**config.mk**
```make
export PLATFORM = sky130hd
export DESIGN_NAME = ttsp_ram
export DESIGN_NICKNAME = d
export VERILOG_FILES = /design/src/rtl/core/ttsp_ram.sv
export SDC_FILE = /design/constraint.sdc
export NUM_CORES = 1
export LEC_CHECK = 0
export BUFFER_PORTS_ARGS = -buffer_cell sky130_fd_sc_hd__buf_2
export CAP_MARGIN = 0
export CORE_MARGIN = 2
export CORE_UTILIZATION = 54
export CTS_CLUSTER_DIAMETER = 50
export DETAILED_ROUTE_END_ITERATION = 8
export GPL_TIMING_DRIVEN = 0
export PLACE_DENSITY = 0.7
export SLEW_MARGIN = 20
export SYNTH_ARGS = -nofsm -noshare
export SYNTH_HDL_FRONTEND = slang
export SYNTH_SLANG_ARGS = --single-unit
```
**constraint.sdc**
```tcl
create_clock -name clock -period 1.89 [get_ports clock]
set_clock_uncertainty 0.15 [all_clocks]
set_input_delay 0.2835 -clock clock [delete_from_list [all_inputs] [get_ports clock]]
set_output_delay 0.2835 -clock clock [all_outputs]
set_load 0.02 [all_outputs]
```
**src/rtl/core/ttsp_ram.sv**
```systemverilog
// simple dual-port synchronous ram with registered read data
module ttsp_ram #(
   parameter int WIDTH     = 8,
   parameter int ADDR_BITS = 4
) (
   input  logic                 clock,
   input  logic                 wr_en,
   input  logic [ADDR_BITS-1:0] wr_addr,
   input  logic [WIDTH-1:0]     wr_data,
   input  logic                 rd_en,
   input  logic [ADDR_BITS-1:0] rd_addr,
   output logic [WIDTH-1:0]     rd_data
);

   logic [WIDTH-1:0] mem_ff [2**ADDR_BITS];
   logic [WIDTH-1:0] rd_data_ff;

   always_ff @(posedge clock) begin
      if (wr_en) begin
         mem_ff[wr_addr] <= wr_data;
      end
   end

   always_ff @(posedge clock) begin
      if (rd_en) begin
         rd_data_ff <= mem_ff[rd_addr];
      end
   end

   assign rd_data = rd_data_ff;

endmodule

```
==> results.sh <==
export IMPL_cp_max_fo=1
export IMPL_hold_violations=0
export IMPL_max_slew_margin_rel_pct=45.4
export IMPL_dp_slack_ns=-0.244
export IMPL_firstDrtPassIters=5
export IMPL_syn_cell_area_sq_um=5230
export IMPL_track_usage_pct=20.3
export IMPL_synthTopCellsByArea="edfxtp_1 78%, mux4_2 7.8%, mux4_1 7.0%, a22oi_1 2.3%, nor2_1 0.93%"
export IMPL_start_util_pct=56.0
export IMPL_status="completed"
export IMPL_wirelength_microns=9630
export IMPL_rows=35
export IMPL_detailed_place_hpwl_microns=5910
export IMPL_drc=0
export IMPL_ys_ff_latch=136
export IMPL_critPathArrivalTime_ns=1.77
export IMPL_dieHeight_microns=102
export IMPL_vias=2374
export IMPL_clk_pin_slew_ns=0.06
export IMPL_criticalPathCategory="register to register"
export IMPL_path_cells="mux4_1 > a22oi_1 > nand2_1"
export IMPL_via_per_inst=5.71
export IMPL_start_kind="register"
export IMPL_diodes=0
export IMPL_grt_pass1_wl_microns=14200
export IMPL_grt_pass1_vias=2388
export IMPL_holdPathEnd="mem_ff[7][5]"
export IMPL_regToRegSetupSlack_ns=0.21
export IMPL_hold_depth=1
export IMPL_gp_congestion=0.710
export IMPL_grt_ovfl_total=0
export IMPL_ys_flop_type="edfxtp_1"
export IMPL_min_from="wr_data[5]"
export IMPL_hp_class="input pin to register"
export IMPL_fmax_ghz=0.596
export IMPL_critPathSlowestCell="mux4_1"
export IMPL_synth_nets=248
export IMPL_core_sq_um=9330
export IMPL_cts_tree="done"
export IMPL_drtIter0Drc=192
export IMPL_critPathRequiredTime_ns=1.99
export IMPL_ys_seq_area_share_pct=78.1
export IMPL_critPathMaxStageDelay_ns=0.55
export IMPL_leakage_nw=2.02
export IMPL_cp_top_family="multiplexers"
export IMPL_r2r_end="rd_data[0]"
export IMPL_power_mw=6.72
export IMPL_drive_gt1_share_pct=29.3
export IMPL_finalCritPeriodShare_pct=88.8
export IMPL_ctsResizeCount=0
export IMPL_drtAntennaViolNets=0
export IMPL_syn_inst=229
export IMPL_synthDistinctLibCells=18
export IMPL_setup_viol=0
export IMPL_synth_edf_count=136
export IMPL_layout_setup_ws_ns=0.211
export IMPL_clk_path_buf_depth=2
export IMPL_syn_avg_cell_area_sq_um=22.8
export IMPL_ios=27
export IMPL_drv_slew=0
export IMPL_power_density_nw_per_um2=1100
export IMPL_synthArstFlopShare_pct=0
export IMPL_synth_top_area_share_pct=78.1
export IMPL_routedWlPerCell_microns=23.1
export IMPL_rsz0062_at_grt="false"
export IMPL_worstMarginPinSlew_ns=0.816
export IMPL_io_buffer_count=25
export IMPL_grt_max_degree=17
export IMPL_cts_buffers=17
export IMPL_fin_nets=293
export IMPL_synthTopCellsByCount="136 x edfxtp_1, 18 x mux4_2, 16 x a22oi_1"
export IMPL_peakVddDrop_mv=0.602
export IMPL_finalCriticalPeriod_ns=1.68
export IMPL_r2r_cells=3
export IMPL_antenna_found_initial=0
export IMPL_cts_root_buf="clkbuf_8"
export IMPL_area_growth_pct=16.3
export IMPL_ys_warn_count=0
export IMPL_r2r_start="mem_ff[6][0]"
export IMPL_die_area_sq_um=10500
export IMPL_clkLatencyLatePin_ns=0.51
export IMPL_yosysMostFrequentCell="edfxtp_1"
export IMPL_critPathBufInv=0
export IMPL_yosys_area_top_type="edfxtp_1"
export IMPL_cts_sinks=136
export IMPL_drv_cap=0
export IMPL_dieWidth_microns=102
export IMPL_cp_end_kind="register"
export IMPL_htree_levels=4
==> how the worst max path moves through the flow <==
stage,start,to,slack [ns],cells after the start
after detailed placement,wr_addr[2],mem_ff[2][1],-0.24,3
after floorplan,rd_addr[0],rd_data[1],0.17,5
after CTS,mem_ff[4][1],rd_data[1],0.21,3
after global placement,wr_addr[2],mem_ff[8][3],-0.31,3
final,mem_ff[6][0],rd_data[0],0.21,3
after global routing,mem_ff[6][0],rd_data[0],0.15,3
==> per-stage QoR <==
step	instances	TNS, ns	cell area [sq um]	utilization, %	hold WS, ns
detailed placement	383	-6.90	5530	59.3	0.485
CTS	416	0	6080	65.2	0.00240
finish	416	0	6080	65.2	0.0213
floorplan	229	0	5230	-	0.232
global placement	383	-12.09	5520	59.2	0.475
global route	416	0	6080	65.2	0.0101
==> where the power goes <==
group	switching (mW)	internal [mW]	total (mW)
sequential	0.0145	3.40	3.41
combinational	0.203	0.133	0.335
clock	1.11	1.86	2.97
total	1.33	5.39	6.72
==> what timing repair did <==
action,CTS,global route
hold buffers,1,0
endpoints found under the hold margin,8,0
setup buffers,0,0
==> cell usage in the layout, fill, tap and decap left out, types with 3 or more instances in the layout <==
cell / instances
nand2_1: 9
a22oi_1: 16
nor2_1: 13
nor3_2: 4
edfxtp_1: 136
clkdlybuf4s25_2: 3
clkinv_2: 5
clkbuf_1: 5
mux4_2: 18
buf_2: 28
mux4_1: 14
clkbuf_16: 16
buf_6: 3
==> area by class of cell <==
type	count	area (sq um)
clock buffers	22	433
fillers	601	3250
multi-input cells	83	1080
flip-flops and latches	136	4080
clock inverters	10	104
plain buffers	10	86.3
repair buffers	26	135
well taps	129	161
==> layer usage <==
layer  global-route usage (%)  share of wire (%)
met1                     29.1                 46
met2                     30.2                 49
met3                     6.16                3.2
met4                     7.18                1.8
met5                        0                  0
==> kinds of logic after synthesis <==
logic type / count (synthesis) / synth area share, %
buffers and inverters: 10 / 1.65
multiplexers: 32 / 14.8
AO/OA/AOI/OAI: 16 / 2.30
AND/OR/NAND/NOR: 35 / 3.14
flip-flops: 136 / 78.1
==> flip-flops by register name, indices dropped and copies added (netlist names) <==
signal,flops
rd_data,8
mem_ff,128
Power figures use the tool's default switching activity.
