$ cat src/rtl/core/ttsp_pkg.sv
// shared types, constants and helpers of the transposition table
package ttsp_pkg;

   localparam int INDEX_BITS = 16;
   localparam int MOVE_BITS  = 16;

   localparam int KEY_BITS    = 64;
   localparam int FIELD_BITS  = 16;
   localparam int BOUND_BITS  = 2;
   localparam int DEPTH_BITS  = 8;
   localparam int KIND_BITS   = 2;
   localparam int CFG_BITS    = 17;
   localparam int EPOCH_BITS  = 8;

   localparam logic [CFG_BITS-1:0] CFG_RESET = 17'h10000;

   localparam logic [KIND_BITS-1:0]  KIND_STORE  = 2'd0;
   localparam logic [KIND_BITS-1:0]  KIND_PROBE  = 2'd1;
   localparam logic [KIND_BITS-1:0]  KIND_CLEAR  = 2'd2;
   localparam logic [BOUND_BITS-1:0] BOUND_EXACT = 2'd0;

   localparam int REQ_FIELD_BITS = KEY_BITS + 2 * FIELD_BITS + BOUND_BITS + DEPTH_BITS;
   localparam int REQ_DATA_BITS  = ((REQ_FIELD_BITS + 7) / 8) * 8;
   localparam int RSP_FIELD_BITS = 2 * FIELD_BITS + BOUND_BITS + DEPTH_BITS;
   localparam int RSP_DATA_BITS  = ((RSP_FIELD_BITS + 7) / 8) * 8;
   localparam int RSP_USER_BITS  = 2;

   localparam int RSP_HIT_BIT     = 0;
   localparam int RSP_WRITTEN_BIT = 1;

   typedef struct packed {
      logic [REQ_DATA_BITS-REQ_FIELD_BITS-1:0] pad;
      logic [DEPTH_BITS-1:0]                   depth;
      logic [BOUND_BITS-1:0]                   bound;
      logic [FIELD_BITS-1:0]                   score;
      logic [FIELD_BITS-1:0]                   move;
      logic [KEY_BITS-1:0]                     key;
   } req_data_type;

   typedef struct packed {
      logic [RSP_DATA_BITS-RSP_FIELD_BITS-1:0] pad;
      logic [DEPTH_BITS-1:0]                   depth;
      logic [BOUND_BITS-1:0]                   bound;
      logic [FIELD_BITS-1:0]                   score;
      logic [FIELD_BITS-1:0]                   move;
   } rsp_data_type;

   typedef struct packed {
      logic written;
      logic hit;
   } rsp_user_type;

   typedef struct packed {
      logic                   valid;
      logic [EPOCH_BITS-1:0]  epoch;
      logic [KEY_BITS-1:0]    key;
      logic [MOVE_BITS-1:0]   move;
      logic [FIELD_BITS-1:0]  score;
      logic [BOUND_BITS-1:0]  bound;
      logic [DEPTH_BITS-1:0]  depth;
   } slot_type;

   localparam int SLOT_BITS = $bits(slot_type);

   typedef struct packed {
      logic                  rd_en;
      logic [INDEX_BITS-1:0] rd_addr;
      logic                  wr_en;
      logic [INDEX_BITS-1:0] wr_addr;
      slot_type              wr_word;
   } mem_req_type;

   function automatic logic [MOVE_BITS-1:0] move_to_slot(input logic [FIELD_BITS-1:0] mv);
      logic [MOVE_BITS+FIELD_BITS-1:0] wide;
      wide = {{MOVE_BITS{1'b0}}, mv};
      return wide[MOVE_BITS-1:0];
   endfunction

   function automatic logic [FIELD_BITS-1:0] move_from_slot(input logic [MOVE_BITS-1:0] mv);
      logic [MOVE_BITS+FIELD_BITS-1:0] wide;
      wide = {{FIELD_BITS{1'b0}}, mv};
      return wide[FIELD_BITS-1:0];
   endfunction

endpackage

$ cat src/rtl/core/ttsp_sweep.sv
// sweep sequencer: clears the table after reset and retires stale epochs
module ttsp_sweep
   import ttsp_pkg::*;
(
   input  logic                  clock,
   input  logic                  reset,
   input  logic                  start,
   input  logic                  pipe_empty,
   input  logic [EPOCH_BITS-1:0] epoch,
   input  slot_type              rd_word,
   output logic                  busy,
   output mem_req_type           mem_req
);

   typedef enum logic [1:0] {
      SW_IDLE,
      SW_CLEAR,
      SW_SCAN,
      SW_DRAIN
   } state_type;

   state_type             state_ff;
   logic                  pending_ff;
   logic [INDEX_BITS-1:0] addr_ff;
   logic                  wb_valid_ff;
   logic [INDEX_BITS-1:0] wb_addr_ff;
   logic                  last_addr;
   slot_type              kept_word;

   assign last_addr = &addr_ff;

   always_ff @(posedge clock) begin
      if (reset) begin
         state_ff    <= SW_CLEAR;
         pending_ff  <= 1'b0;
         addr_ff     <= '0;
         wb_valid_ff <= 1'b0;
         wb_addr_ff  <= '0;
      end else begin
         if (start) begin
            pending_ff <= 1'b1;
         end
         unique case (state_ff)
            SW_IDLE: begin
               wb_valid_ff <= 1'b0;
               if (pending_ff && pipe_empty) begin
                  pending_ff <= 1'b0;
                  addr_ff    <= '0;
                  state_ff   <= SW_SCAN;
               end
            end
            SW_CLEAR: begin
               addr_ff <= addr_ff + 1'b1;
               if (last_addr) begin
                  state_ff <= SW_IDLE;
               end
            end
            SW_SCAN: begin
               addr_ff     <= addr_ff + 1'b1;
               wb_valid_ff <= 1'b1;
               wb_addr_ff  <= addr_ff;
               if (last_addr) begin
                  state_ff <= SW_DRAIN;
               end
            end
            SW_DRAIN: begin
               wb_valid_ff <= 1'b0;
               state_ff    <= SW_IDLE;
            end
            default: begin
               state_ff <= SW_IDLE;
            end
         endcase
      end
   end

   always_comb begin
      kept_word       = rd_word;
      kept_word.valid = rd_word.valid && (rd_word.epoch == epoch);
   end

   assign busy = pending_ff || (state_ff != SW_IDLE);

   always_comb begin
      mem_req.rd_en   = (state_ff == SW_SCAN);
      mem_req.rd_addr = addr_ff;
      mem_req.wr_en   = (state_ff == SW_CLEAR) || wb_valid_ff;
      mem_req.wr_addr = (state_ff == SW_CLEAR) ? addr_ff : wb_addr_ff;
      mem_req.wr_word = (state_ff == SW_CLEAR) ? slot_type'('0) : kept_word;
   end

endmodule

$ cat config.mk
export PLATFORM = sky130hd
export DESIGN_NAME = ttsp_sweep
export DESIGN_NICKNAME = d
export VERILOG_FILES = /design/src/rtl/core/ttsp_pkg.sv /design/src/rtl/core/ttsp_sweep.sv
export SDC_FILE = /design/constraint.sdc
export NUM_CORES = 1
export LEC_CHECK = 0
export ABC_AREA = 1
export BUFFER_PORTS_ARGS = -buffer_cell sky130_fd_sc_hd__buf_2
export CELL_PAD_IN_SITES_DETAIL_PLACEMENT = 0
export CELL_PAD_IN_SITES_GLOBAL_PLACEMENT = 2
export CORE_MARGIN = 10
export CORE_UTILIZATION = 16
export CTS_CLUSTER_SIZE = 8
export DETAILED_ROUTE_END_ITERATION = 6
export PLACE_DENSITY_LB_ADDON = 0.1
export SKIP_CTS_REPAIR_TIMING = 1
export SLEW_MARGIN = 10
export SYNTH_ARGS = -nofsm -noshare
export SYNTH_HDL_FRONTEND = slang
export SYNTH_SLANG_ARGS = --single-unit
$ cat constraint.sdc
create_clock -name clock -period 3.69 [get_ports clock]
set_clock_uncertainty 0.1 [all_clocks]
set_input_delay 0.1845 -clock clock [delete_from_list [all_inputs] [get_ports clock]]
set_output_delay 0.1845 -clock clock [all_outputs]
set_load 0.01 [all_outputs]
==> flow_summary_export.csv, run 1 <==
group,metric,value,unit
outcome,status,"complete, no violations",
global_route,grt_max_degree,117,
drt,wl_per_cell,14.35,µm
cts,cts_buffer_depth,2,
worst_setup_path,cpPeakStageDelay,780,ps
drt,m1WireLength,5.186,mm
timing,fmax,411.4,MHz
global_route,grt_pass1_vias,3810,
drt,first_iter_violations,139,
layout,areaGrowthSynthToFinish,63.88,%
layout,layout-drive-gt1-share,38.70,%
drt,ant_nets,0,
timing,finalCriticalPeriod,2430,ps
logic_synthesis,syn_inst,504,
pwr,power.density,567.3,nW/µm²
die,initial_core_util,16.43,%
timing,holdWs,29.17,ps
logic_synthesis,yosysWarnings,0,
drt,drt-total-wl,14.21,mm
logic_synthesis,ys_async_sr_fraction,0,%
layout,seqCellArea,720.7,µm²
worst_setup_path,required,3410,ps
placed_design,place.gp.congestion,0.7663,
layout,num-nets-final,902,
die,rows,47,
layout,fin_area,4497,µm²
logic_synthesis,ys.flop_type,"dfxtp_1",
logic_synthesis,ys_ff_latch,36,
worst_setup_path,reg2reg_from,"state_ff[0]",
worst_setup_path,cp.arrival,2150,ps
pwr,p_leak,0.002881,µW
layout,fill_cells,1956,
drt,highest_layer,"met4",
logic_synthesis,seq_area_frac_synth,26.27,%
logic_synthesis,syn_nets,637,
worst_setup_path,cp_max_fo,116,
logic_synthesis,avgSynthCellArea,5.444,µm²
min_path,hold_path_class,"input port to flip-flop",
drt,route.detailed.drc,0,
timing,final_hold_viol_count,0,
min_path,hold_path.startpoint,"start",
worst_setup_path,end_kind,"output pin",
cts,worstSkewPairLatency,280,ps
pwr,ir_drop,451.8,µV
worst_setup_path,crit_path_start,"state_ff[1]",
run,max_cap_violations,0,
timing,finalCritPeriodShare,65.87,%
cts,htree_levels,2,
placed_design,placement.cell_area,4338,µm²
global_route,grt_use_total,11.54,%
cts,cts_made_buffers,5,
placed_design,place_inst,981,
timing,finalSetupViolations,0,
global_route,grt_pass1_wl,20.76,mm
cts,root_buffer,"clkbuf_16",
timing,slew_headroom,25.19,%
layout,diodes,0,
placed_design,hpwl,12.08,mm
worst_setup_path,critPathSlowestCell,"buf_4",
worst_setup_path,start_kind,"flip-flop",
cts,cts.reportedPaths.clkPinSlew,60,ps
placed_design,portBuffers,276,
timing,worst_pin_slew,1122,ps
logic_synthesis,ys_types,26,
cts,cts_sinks,36,
drt,dr.pass1.iters,4,
logic_synthesis,synth_edf_count,0,
timing,timing.setup.tns,0,ps
worst_setup_path,cpMostUsedCell,"nand2_1",
cts,cts_tree,"done",
timing,rsz0062_at_grt,"false",
logic_synthesis,synth_area,2744,µm²
worst_setup_path,critical_path_class,"flip-flop to output pin",
global_route,gr-total-overflow,0,
layout,fin_cells,990,
worst_setup_path,path_cells,"inv_1, ha_4, buf_4, nand2_1, nand2_1, buf_2",
die,die_area,22790,µm²
drt,wl_met2,7.519,mm
drt,wl_met3,1.457,mm
die,die_w,151.0,µm
timing,drv_slew,0,
global_route,antenna_found_initial,0,
drt,vias,3761,
layout,multi_input_area,1409,µm²
die,io_pins,277,
die,die_h,151.0,µm
die,coreArea,16700,µm²
drt,via_per_inst,3.799,
[worst paths after layout]
path                  endpoint  slack [ps]  cells past startpoint
setup / recovery  mem_req[130]        1260                      6
hold reg to reg    wb_valid_ff         360                      2
setup reg to reg    addr_ff[7]        1670                      6
hold / removal      pending_ff          30                      3
[layer usage]
metal,vias up,GRT usage (%)
li1,1990,-
met1,1611,11.58
met2,158,22.23
met3,2,4.654
met4,0,1.588
met5,-,0
[synthesized netlist by cell type (3+ instances only)]
master    count  share of area [%]
clkbuf_1     12                1.6
nand3_1      11                2.0
nor2_1      139                 19
nand4_1       3               0.68
ha_1          6                2.7
xnor2_1       4                1.3
inv_1       141                 19
nand2_1      55                7.5
o21ai_0      40                7.3
buf_2         9                1.6
a21oi_1      30                5.5
dfxtp_1      36                 26
[power by group]
| part | switching [µW] | leakage, µW | internal (µW) |
|---|---|---|---|
| registers | 44.5 | 0.000292 | 441 |
| clock network | 165 | 0.0000766 | 266 |
| logic | 1050 | 0.00251 | 584 |
[state kept, by name, summed over array words and instances (netlist names)]
register     count
addr_ff         16
state_ff         2
wb_valid_ff      1
wb_addr_ff      16
pending_ff       1
[placed cells by master, fill, tap and decap left out, drive strengths merged, types with 2 or more instances in the layout]
master | Yosys | layout
nand2 | 58 | 58
clkbuf | 12 | 6
clkinv | 0 | 2
ha | 6 | 6
buf | 10 | 279
xor2 | 2 | 2
xnor2 | 4 | 4
dfxtp | 36 | 36
nand3 | 12 | 12
inv | 141 | 141
nand4 | 3 | 3
a21oi | 30 | 30
o21ai | 42 | 42
nor2 | 143 | 143
[metrics by stage]
stage / util, % / total power (µW) / setup WS (ps)
after floorplan: - / 1446 / 2129
after global placement: 25.97 / 2200 / 1525
after detailed placement: 25.97 / 2187 / 1479
after CTS: 26.87 / 2641 / 1163
after global routing: 26.93 / 2819 / 993.3
final: 26.93 / 2551 / 1260
[critical path, delay by kind of cell, from the launching register on]
kind                       cells  cell delay (ps)
buffers and inverters          3             1060
DFF                            1              320
and+or+nand+nor                2              240
adders and majority gates      1              150
[area by class of cell]
type | instances | share of cell area, %
tap | 220 | 6.121
clock inverter | 2 | 0.2226
timing repair buffer | 280 | 31.44
sequential | 36 | 16.03
inverter | 141 | 11.77
clock buffer | 6 | 3.088
multi-input combinational | 305 | 31.33
[logic make-up after synthesis]
family	synth area share, %
buf+inv	22.85
compound gates	14.27
simple gates	31.97
xor+xnor	1.915
fa+ha+maj	2.736
flops	26.27
Power figures use the tool's default switching activity.
==> run 2, diff against run 1 <==
- CORE_UTILIZATION: 16 -> 15
- clock period: 3.69 -> 2.4 ns (I/O delays scaled with it)
==> flow_summary_export.csv, run 2 (synthesized netlist as in run 1, its figures left out) <==
group,metric,value,unit
drt,vias,3797,
worst_setup_path,critPathSlowestCell,"o21ai_0",
cts,cts_sinks,36,
placed_design,place_inst,993,
global_route,grt_max_degree,117,
global_route,antenna_found_initial,1,
cts,cts_tree,"done",
worst_setup_path,critPathBufInv,3,
worst_setup_path,path_cells,"inv_1, ha_4, clkinvlp_4, o21ai_0, buf_2",
worst_setup_path,cp_max_fo,14,
pwr,ir_drop,639.9,µV
drt,wl_per_cell,14.88,µm
global_route,grt_use_total,11.67,%
worst_setup_path,cp.arrival,1840,ps
worst_setup_path,crit_path_start,"state_ff[1]",
worst_setup_path,cpPeakStageDelay,410,ps
layout,diodes,0,
timing,finalCriticalPeriod,2058,ps
layout,fin_cells,1003,
pwr,power.density,874.3,nW/µm²
timing,slew_headroom,66.62,%
worst_setup_path,required,2180,ps
drt,route.detailed.drc,0,
cts,htree_levels,2,
cts,root_buffer,"clkbuf_16",
drt,drt-total-wl,14.92,mm
min_path,hold_path.startpoint,"pipe_empty",
global_route,grt_pass1_wl,22.25,mm
cts,cts_buffer_depth,2,
global_route,grt_pass1_vias,3937,
layout,num-nets-final,906,
worst_setup_path,start_kind,"flip-flop",
timing,holdWs,142.8,ps
die,io_pins,277,
outcome,status,"complete, no violations",
die,coreArea,17960,µm²
cts,cts_made_buffers,5,
die,die_h,155.3,µm
worst_setup_path,critical_path_class,"flip-flop to output pin",
worst_setup_path,end_kind,"output pin",
drt,via_per_inst,3.786,
worst_setup_path,cpLargestDelayFamily,"buffers and inverters",
timing,rsz0062_at_grt,"false",
drt,dr.pass1.iters,4,
layout,fill_cells,2117,
worst_setup_path,r2r_slack,570,ps
min_path,hold_path_class,"input port to flip-flop",
timing,finalSetupViolations,0,
drt,ant_nets,0,
placed_design,hpwl,12.90,mm
placed_design,portBuffers,276,
layout,areaGrowthSynthToFinish,66.07,%
pwr,p_leak,0.002898,µW
placed_design,place.gp.congestion,0.8392,
cts,cts.reportedPaths.clkPinSlew,50,ps
die,rows,49,
layout,layout-drive-gt1-share,39.02,%
die,die_area,24100,µm²
cts,worstSkewPairLatency,280,ps
global_route,gr-total-overflow,0,
pwr,design_power_total,3984,µW
worst_setup_path,reg2reg_from,"state_ff[0]",
timing,fmax,486.0,MHz
die,die_w,155.3,µm
die,initial_core_util,15.27,%
run,max_cap_violations,0,
timing,drv_slew,0,
layout,final_cell_mix,"buf_2, inv_1, nor2_1",
layout,reg_top3,"addr_ff (16), wb_addr_ff (16), state_ff (2)",
drt,first_iter_violations,134,
layout,mostFrequentLayoutCell,"buf_2",
layout,fin_util,25.37,%
timing,final_hold_viol_count,0,
timing,worst_pin_slew,500.7,ps
timing,timing.setup.tns,0,ps
timing,finalCritPeriodShare,85.74,%
## run 2: per-stage QoR
stage	setup WS, ps	area, µm²
finish	342.2	4557
global route	171.6	4557
CTS	220.1	4533
detailed placement	531.5	4384
global placement	574.7	4384
floorplan	838.7	2744
## run 2: final cells by class
type	count	area [µm²]	area share, %
inverter	141	533.0	11.70
sequential	36	720.7	15.82
multi-input combinational	305	1409	30.92
tap	229	286.5	6.288
clock buffer	6	138.9	3.048
clock inverter	2	10.01	0.2197
timing repair buffer	284	1459	32.02
## run 2: worst paths after layout
kind / to / cells after the start
worst max-delay path: mem_req[127] / 5
worst min-delay path: pending_ff / 4
worst max register to register: addr_ff[6] / 7
worst min register to register: wb_valid_ff / 2
## run 2: tightest hold or removal path, delay by kind of cell
family | cells | cell delay (ps)
AND/OR/NAND/NOR | 3 | 240
buffers and inverters | 1 | 110
## run 2: report_power, final
part	total, µW	internal [µW]	leakage (µW)	switching (µW)
Sequential	746	679	0.000292	67.0
Clock	652	409	0.0000766	243
Combinational	2590	940	0.00253	1650
## run 2: layer usage
metal / global-route usage [%] / routed length, µm / up-vias
met4: 1.649 / 82 / 2
met5: 0 / 7 / -
met2: 22.40 / 8016 / 160
met1: 11.36 / 5356 / 1634
met3: 5.294 / 1457 / 7
li1: - / - / 1994
